### src/rtl/hsrc_pkg.sv
`timescale 1ns / 1ps
// Shared types and constants for the heading smoother and rudder control block.
// Used by hsrc_ctrl, hsrc_dp and heading_smoother_rudder_control_top.
package hsrc_pkg;

    // Heading scale: 1/128 degree per code
    localparam logic [15:0] FULL_TURN_FINE = 16'd46080;
    localparam logic [15:0] HALF_TURN_FINE = 16'd23040;
    localparam logic [8:0]  FULL_TURN_DEG  = 9'd360;
    localparam logic [8:0]  HALF_TURN_DEG  = 9'd180;
    localparam logic [7:0]  RUDDER_CENTER  = 8'd90;
    localparam logic [7:0]  RUDDER_MAX     = 8'd180;

    // Configuration register indexes and reset values
    localparam logic [1:0]  CFG_SMOOTHING_WEIGHT = 2'd0;
    localparam logic [1:0]  CFG_STEER_GAIN       = 2'd1;
    localparam logic [1:0]  CFG_DEADZONE_DEG     = 2'd2;
    localparam logic [15:0] WEIGHT_RESET         = 16'd6554;
    localparam logic [11:0] GAIN_RESET           = 12'd256;
    localparam logic [7:0]  DEADZONE_RESET       = 8'd5;

    // Controller to datapath commands, one step per cycle, finish may stall
    typedef struct packed {
        logic load;        // capture request fields
        logic mul_smooth;  // product = wrapped difference * weight
        logic update;      // new smoothed heading
        logic mul_gain;    // product = heading error * gain, deadzone test
        logic finish;      // rudder angle into output register
    } dp_cmd_t;

endpackage

### src/rtl/hsrc_ctrl.sv
`timescale 1ns / 1ps
// Sequencer for the heading smoother: steps one request through the datapath.
// Depends on hsrc_pkg (dp_cmd_t).
module hsrc_ctrl
    import hsrc_pkg::*;
(
    input  logic    clk,
    input  logic    rst_n,
    input  logic    s_tvalid,
    output logic    s_tready,
    output logic    m_tvalid,
    input  logic    m_tready,
    output dp_cmd_t cmd
);

    typedef enum logic [4:0] {
        ST_IDLE   = 5'b00001,
        ST_SMOOTH = 5'b00010,
        ST_UPDATE = 5'b00100,
        ST_GAIN   = 5'b01000,
        ST_FINISH = 5'b10000
    } state_t;

    state_t state_reg, state_next;
    logic   valid_reg, valid_next;

    // Next state and commands
    always_comb
    begin
        state_next = state_reg;
        valid_next = valid_reg;
        cmd        = '0;
        if (valid_reg && m_tready)
        begin
            valid_next = 1'b0;
        end
        case (state_reg)
            ST_IDLE:
            begin
                if (s_tvalid)
                begin
                    cmd.load   = 1'b1;
                    state_next = ST_SMOOTH;
                end
            end
            ST_SMOOTH:
            begin
                cmd.mul_smooth = 1'b1;
                state_next     = ST_UPDATE;
            end
            ST_UPDATE:
            begin
                cmd.update = 1'b1;
                state_next = ST_GAIN;
            end
            ST_GAIN:
            begin
                cmd.mul_gain = 1'b1;
                state_next   = ST_FINISH;
            end
            ST_FINISH:
            begin
                // output register free or being emptied this cycle
                if (!valid_reg || m_tready)
                begin
                    cmd.finish = 1'b1;
                    valid_next = 1'b1;
                    state_next = ST_IDLE;
                end
            end
            default:
            begin
                state_next = ST_IDLE;
            end
        endcase
    end

    always_ff @(posedge clk or negedge rst_n)
    begin
        if (!rst_n)
        begin
            state_reg <= ST_IDLE;
            valid_reg <= 1'b0;
        end
        else
        begin
            state_reg <= state_next;
            valid_reg <= valid_next;
        end
    end

    assign s_tready = (state_reg == ST_IDLE);
    assign m_tvalid = valid_reg;

endmodule

### src/rtl/hsrc_dp.sv
`timescale 1ns / 1ps
// Datapath: configuration registers, smoothed heading state, one shared
// 18x18 signed multiplier and the output register. Depends on hsrc_pkg.
module hsrc_dp
    import hsrc_pkg::*;
(
    input  logic        clk,
    input  logic        rst_n,
    input  logic        cfg_we,
    input  logic [1:0]  cfg_addr,
    input  logic [15:0] cfg_data,
    input  logic [15:0] in_heading,
    input  logic [8:0]  in_target,
    input  dp_cmd_t     cmd,
    output logic [7:0]  out_angle,
    output logic        out_write,
    output logic [15:0] out_heading
);

    logic [15:0] weight_reg;
    logic [11:0] gain_reg;
    logic [7:0]  deadzone_reg;
    logic [15:0] smooth_reg, smooth_next;
    logic        primed_reg;
    logic [15:0] sample_reg;
    logic [8:0]  target_reg;
    logic signed [35:0] prod_reg;
    logic        write_reg;
    logic [7:0]  angle_reg;
    logic        owrite_reg;
    logic [15:0] oheading_reg;

    logic signed [17:0] dif_raw, dif;
    logic signed [17:0] mul_a, mul_b;
    logic signed [35:0] mul_p;
    logic signed [17:0] sum_raw;
    logic signed [9:0]  err_raw, err;
    logic [8:0]         err_mag;
    logic               in_dead;
    logic signed [21:0] prod_adj;
    logic signed [13:0] quot;
    logic signed [14:0] angle_raw;
    logic [7:0]         angle_clamped;

    // Configuration writes, out-of-list indexes ignored
    always_ff @(posedge clk or negedge rst_n)
    begin
        if (!rst_n)
        begin
            weight_reg   <= WEIGHT_RESET;
            gain_reg     <= GAIN_RESET;
            deadzone_reg <= DEADZONE_RESET;
        end
        else if (cfg_we)
        begin
            case (cfg_addr)
                CFG_SMOOTHING_WEIGHT: weight_reg   <= cfg_data;
                CFG_STEER_GAIN:       gain_reg     <= cfg_data[11:0];
                CFG_DEADZONE_DEG:     deadzone_reg <= cfg_data[7:0];
                default:              ;
            endcase
        end
    end

    // Shortest-arc difference, wrapped to +-half turn
    always_comb
    begin
        dif_raw = $signed({2'b00, sample_reg}) - $signed({2'b00, smooth_reg});
        dif     = dif_raw;
        if (dif_raw > $signed({2'b00, HALF_TURN_FINE}))
        begin
            dif = dif_raw - $signed({2'b00, FULL_TURN_FINE});
        end
        else if (dif_raw < -$signed({2'b00, HALF_TURN_FINE}))
        begin
            dif = dif_raw + $signed({2'b00, FULL_TURN_FINE});
        end
    end

    // Heading error toward target, wrapped to +-180, and deadzone test
    always_comb
    begin
        err_raw = $signed({1'b0, target_reg}) - $signed({1'b0, smooth_reg[15:7]});
        err     = err_raw;
        if (err_raw > $signed({1'b0, HALF_TURN_DEG}))
        begin
            err = err_raw - $signed({1'b0, FULL_TURN_DEG});
        end
        else if (err_raw < -$signed({1'b0, HALF_TURN_DEG}))
        begin
            err = err_raw + $signed({1'b0, FULL_TURN_DEG});
        end
        err_mag = err[9] ? 9'(-err) : err[8:0];
        in_dead = (err_mag < {1'b0, deadzone_reg});
    end

    // Shared multiplier operand select
    always_comb
    begin
        if (cmd.mul_gain)
        begin
            mul_a = 18'(err);
            mul_b = $signed({6'd0, gain_reg});
        end
        else
        begin
            mul_a = dif;
            mul_b = $signed({2'b00, weight_reg});
        end
        mul_p = mul_a * mul_b;
    end

    // Smoothed sum: floor of product / 65536 added, wrapped into one turn
    always_comb
    begin
        sum_raw     = $signed({2'b00, smooth_reg}) + prod_reg[33:16];
        smooth_next = sum_raw[15:0];
        if (sum_raw < 0)
        begin
            smooth_next = 16'(sum_raw + $signed({2'b00, FULL_TURN_FINE}));
        end
        else if (sum_raw >= $signed({2'b00, FULL_TURN_FINE}))
        begin
            smooth_next = 16'(sum_raw - $signed({2'b00, FULL_TURN_FINE}));
        end
    end

    // Rudder angle: product / 256 toward zero, centred, clamped
    always_comb
    begin
        prod_adj  = prod_reg[21:0] + (prod_reg[35] ? 22'sd255 : 22'sd0);
        quot      = 14'(prod_adj >>> 8);
        angle_raw = 15'(quot) + $signed({7'd0, RUDDER_CENTER});
        if (angle_raw > $signed({7'd0, RUDDER_MAX}))
        begin
            angle_clamped = RUDDER_MAX;
        end
        else if (angle_raw < 0)
        begin
            angle_clamped = 8'd0;
        end
        else
        begin
            angle_clamped = angle_raw[7:0];
        end
    end

    // Smoothing state
    always_ff @(posedge clk or negedge rst_n)
    begin
        if (!rst_n)
        begin
            smooth_reg <= '0;
            primed_reg <= 1'b0;
        end
        else if (cmd.update)
        begin
            primed_reg <= 1'b1;
            smooth_reg <= primed_reg ? smooth_next : sample_reg;
        end
    end

    // Request capture with range reduction, product and output registers
    always_ff @(posedge clk)
    begin
        if (cmd.load)
        begin
            sample_reg <= (in_heading >= FULL_TURN_FINE) ? in_heading - FULL_TURN_FINE
                                                         : in_heading;
            target_reg <= (in_target >= FULL_TURN_DEG) ? in_target - FULL_TURN_DEG
                                                       : in_target;
        end
        if (cmd.mul_smooth || cmd.mul_gain)
        begin
            prod_reg <= mul_p;
        end
        if (cmd.mul_gain)
        begin
            write_reg <= !in_dead;
        end
        if (cmd.finish)
        begin
            angle_reg    <= write_reg ? angle_clamped : 8'd0;
            owrite_reg   <= write_reg;
            oheading_reg <= smooth_reg;
        end
    end

    assign out_angle   = angle_reg;
    assign out_write   = owrite_reg;
    assign out_heading = oheading_reg;

endmodule

### src/rtl/heading_smoother_rudder_control_top.sv
`timescale 1ns / 1ps
// Top level of the heading smoother and proportional rudder control.
// Depends on hsrc_pkg, hsrc_ctrl and hsrc_dp.
//
// Each request carries a compass heading (1/128 degree) and a target heading
// (whole degrees) and yields one result: the smoothed heading, a rudder angle
// (0..180, 90 centred) and a write flag that is low inside the deadzone, where
// the angle reads 0. The first request after reset loads the smoothed heading
// directly. The request is captured at acceptance and then steps through the
// smoothing multiply, heading update, gain multiply and angle states; the single
// 18x18 multiplier is shared by the smoothing and gain steps, and a new request is
// taken only once the last one has been written to the output register.
// The result sits in an output register, and the next
// request is accepted while it waits. Configuration writes take effect at once
// and are meant to be made while no request is in flight.
module heading_smoother_rudder_control_top
    import hsrc_pkg::*;
(
    input  logic        clk,
    input  logic        rst_n,
    // configuration write port
    input  logic        cfg_we,
    input  logic [1:0]  cfg_addr,
    input  logic [15:0] cfg_data,
    // request stream
    input  logic        s_tvalid,
    output logic        s_tready,
    input  logic [31:0] s_tdata,   // [15:0] measured_heading, [24:16] target_heading
    // result stream
    output logic        m_tvalid,
    input  logic        m_tready,
    output logic [23:0] m_tdata,   // [7:0] rudder_angle, [23:8] filtered_heading
    output logic        m_tuser    // [0] rudder_write
);

    dp_cmd_t     cmd;
    logic [7:0]  rudder_angle;
    logic        rudder_write;
    logic [15:0] filtered_heading;

    hsrc_ctrl u_ctrl (
        .clk      (clk),
        .rst_n    (rst_n),
        .s_tvalid (s_tvalid),
        .s_tready (s_tready),
        .m_tvalid (m_tvalid),
        .m_tready (m_tready),
        .cmd      (cmd)
    );

    hsrc_dp u_dp (
        .clk         (clk),
        .rst_n       (rst_n),
        .cfg_we      (cfg_we),
        .cfg_addr    (cfg_addr),
        .cfg_data    (cfg_data),
        .in_heading  (s_tdata[15:0]),
        .in_target   (s_tdata[24:16]),
        .cmd         (cmd),
        .out_angle   (rudder_angle),
        .out_write   (rudder_write),
        .out_heading (filtered_heading)
    );

    // Result packing
    assign m_tdata = {filtered_heading, rudder_angle};
    assign m_tuser = rudder_write;

endmodule

### config.mk
export PLATFORM = sky130hd
export DESIGN_NAME = heading_smoother_rudder_control_top
export DESIGN_NICKNAME = d
export VERILOG_FILES = /design/src/rtl/hsrc_pkg.sv /design/src/rtl/hsrc_ctrl.sv /design/src/rtl/hsrc_dp.sv /design/src/rtl/heading_smoother_rudder_control_top.sv
export SDC_FILE = /design/constraint.sdc
export NUM_CORES = 1
export LEC_CHECK = 0
export BUFFER_PORTS_ARGS = -buffer_cell sky130_fd_sc_hd__buf_2
export CORE_MARGIN = 2
export CORE_UTILIZATION = 45
export CTS_CLUSTER_SIZE = 14
export DETAILED_ROUTE_END_ITERATION = 8
export GPL_TIMING_DRIVEN = 0
export SYNTH_ARGS = -nofsm -noshare
export SYNTH_HDL_FRONTEND = slang
export SYNTH_SLANG_ARGS = --single-unit
### constraint.sdc
create_clock -name clk -period 10.1 [get_ports clk]
set_input_delay 2.02 -clock clk [delete_from_list [all_inputs] [get_ports clk]]
set_output_delay 2.02 -clock clk [all_outputs]
set_load 0.05 [all_outputs]
==> flow_summary.ini <==
[synth]
yosysUniqueCellTypes = 97
seq_area_frac_synth_pct = 19.3
synth_commonest_cells = inv_1, fa_1, nand2_1
synth_top_area_cell = fa_1
synth_seq_cells = 145
synth_area_leaders = fa_1, edfxtp_1, ha_1
syn_area_sq_um = 21100
synth_fp_nets = 2798
synth_most_common_cell = inv_1
async_flop_share_pct = 40.7
syn_area_per_cell_sq_um = 9.23
synthCells = 2288
synth.top_cell.area_share_pct = 28.1
synth-edff-count = 86
yosys_warnings = 0
synthFlopType = edfxtp_1

[clock_tree]
clk_pin_slew_ns = 0.07
holdBufCountCts = 0
ctsHtreeMaxLevel = 4
root_buffer = clkbuf_16
tritoncts = built
cts_max_path_buffers = 2
clk_latency_ns = 0.48
cts.sinks = 145
cts_made_buffers = 17

[drt]
drt_iter0_drc = 1255
drcViolationCount = 0
vias = 16700
drtPass1Iterations = 5
ant_nets = 0
drt-vias-per-instance = 5.41
drt_wl_total_um = 60800
wire_per_inst_um = 19.7

[critical_path]
cp-endpoint = u_dp.prod_reg[34]
r2r_cells = 37
cp-start-kind = register
critPathCaptureType = register
max_stage_delay_ns = 0.71
crit_required_ns = 10.28
rr_endpoint = u_dp.prod_reg[34]
critPathArrivalTime_ns = 10.06
crit_fanout = 7
r2r_setup_slack_ns = 0.22
regToRegStartpoint = u_dp.smooth_reg[0]
cpMaxStageDelayCell = fa_2
critical-path-top-cell-by-count = fa_1
critPathKind = reg -> reg
critPathLaunch = u_dp.smooth_reg[0]

[worst_hold_path]
hp-class = reg -> reg
hold_depth = 0

[timing]
worstMarginPinSlew_ns = 1.28
worst_slew_margin_rel_pct = 14.7
layout_setup_ws_ns = 0.216
period_share_pct = 97.9
setup_viol = 0
maxSlewViolCount = 0
finClkSkew_ns = 0.0213
period_needed_ns = 9.88
clock.fmax_mhz = 101
finalHoldViolCount = 0

[grt]
use_met3_pct = 4.25
grt_max_degree = 60
grt_pass1_wl_um = 92700
antenna_found_initial = 0
globalRouteMet1Util_pct = 35.5
grt_pass1_vias = 16400
grt_usage_pct = 25.5
grt.busiest_layer = met2
grtUsageMet2_pct = 40.3
overflow = 0

[finish]
largest_reg_flops = 35
area_growth_pct = 15.6
antenna_cells = 0
fillers = 4249
fin_nets = 2971
post_route_cells_drive_above_1_share_pct = 16.6

[placement]
port_buffers = 74
hpwl_um = 49200
place_congestion = 0.936
pre_cts_ws_ns = -1.97

[flow_run]
drv_cap = 0

[floorplan]
die_h_um = 221
rows = 79
ioPinCount = 82
die_w_um = 221
coreArea_sq_um = 46500
start_util_pct = 45.5
die-area_sq_um = 48700

[status]
status = finished clean
per-stage QoR:
| step | utilization [%] | hold slack (ns) | instance area (sq um) | std cells | TNS, ns |
|---|---|---|---|---|---|
| after global routing | 52.6 | 0.527 | 24400 | 3081 | -0.193 |
| after CTS | 50.5 | 0.502 | 23500 | 3035 | 0 |
| after detailed placement | 48.0 | 0.486 | 22300 | 2970 | -10.16 |
| after floorplan | - | 0.420 | 21100 | 2288 | 0 |
| final | 52.6 | 0.505 | 24400 | 3081 | 0 |
| after global placement | 47.9 | 0.480 | 22300 | 2969 | -9.43 |
routing by layer:
layer	share of wire [%]	wire length (um)
met5	0	0
met4	2.9	1770
met3	6.6	3990
met2	46	27900
met1	45	27100
logic make-up after synthesis:
kind of cell / Yosys count / synth area share, %
buffers and inverters: 509 / 9.12
AO/OA/AOI/OAI: 423 / 13.5
AND/OR/NAND/NOR: 601 / 13.3
flip-flops: 145 / 19.3
adder cells (fa/ha/maj): 455 / 37.5
multiplexers: 57 / 2.96
XOR/XNOR: 98 / 4.45
critical path, delay by kind of cell, from the launching register on:
family	cells	cell delay, ns
mux	1	0.35
xor+xnor	1	0.20
buf+inv	7	0.84
simple gates	7	1.20
flops	1	0.45
compound gates	11	2.14
fa+ha+maj	10	4.39
layout by cell type (no fill, tap or decap), types with 10 or more instances in the layout:
cell,n
inv_1,438
fa_1,286
nand2_1,203
nor2_1,182
ha_1,139
a21oi_1,109
edfxtp_1,86
buf_2,74
buf_4,70
o21ai_0,59
xnor2_1,59
and2_1,46
dfrtp_1,46
clkbuf_1,42
mux2_2,39
a21o_1,36
nand3_1,22
nor3_1,22
o21ai_1,22
o21a_1,19
xor2_1,19
clkbuf_16,18
nor2b_1,17
mux2i_1,17
a31oi_1,16
nand2b_1,15
ha_4,15
and3_1,13
o211ai_1,13
or2_2,12
a21oi_2,11
dfstp_2,11
fa_2,10
how the worst min path moves through the flow:
stage	from	to	slack, ns
final	u_dp.smooth_reg[6]	u_dp.out_heading[6]	0.50
after global routing	u_dp.smooth_reg[5]	u_dp.out_heading[5]	0.53
after CTS	u_dp.smooth_reg[6]	u_dp.out_heading[6]	0.50
after detailed placement	u_dp.smooth_reg[6]	u_dp.out_heading[6]	0.49
after global placement	u_dp.smooth_reg[6]	u_dp.out_heading[6]	0.48
after floorplan	u_dp.write_reg	u_dp.out_write	0.42
timing repair:
action | in CTS | in global routing
gates resized for setup | 68 | 131
gates cloned | 0 | 0
setup buffers | 34 | 46
pin swaps | 18 | 83
setup endpoints to repair | 15 | 10
cell type report:
| type | instances | area (sq um) | area share, % |
|---|---|---|---|
| multi-input combinational | 1634 | 15900 | 65.2 |
| timing repair buffer | 155 | 1110 | 4.54 |
| inverter | 452 | 1720 | 7.03 |
| buffer | 56 | 262 | 1.07 |
| clock buffer | 19 | 454 | 1.86 |
| tap | 607 | 759 | 3.11 |
| sequential | 145 | 4080 | 16.7 |
| clock inverter | 13 | 124 | 0.507 |
Power is left out: the tool's default activity adds up to more than one toggle a clock period on the data nets, which glitch-free logic cannot reach.
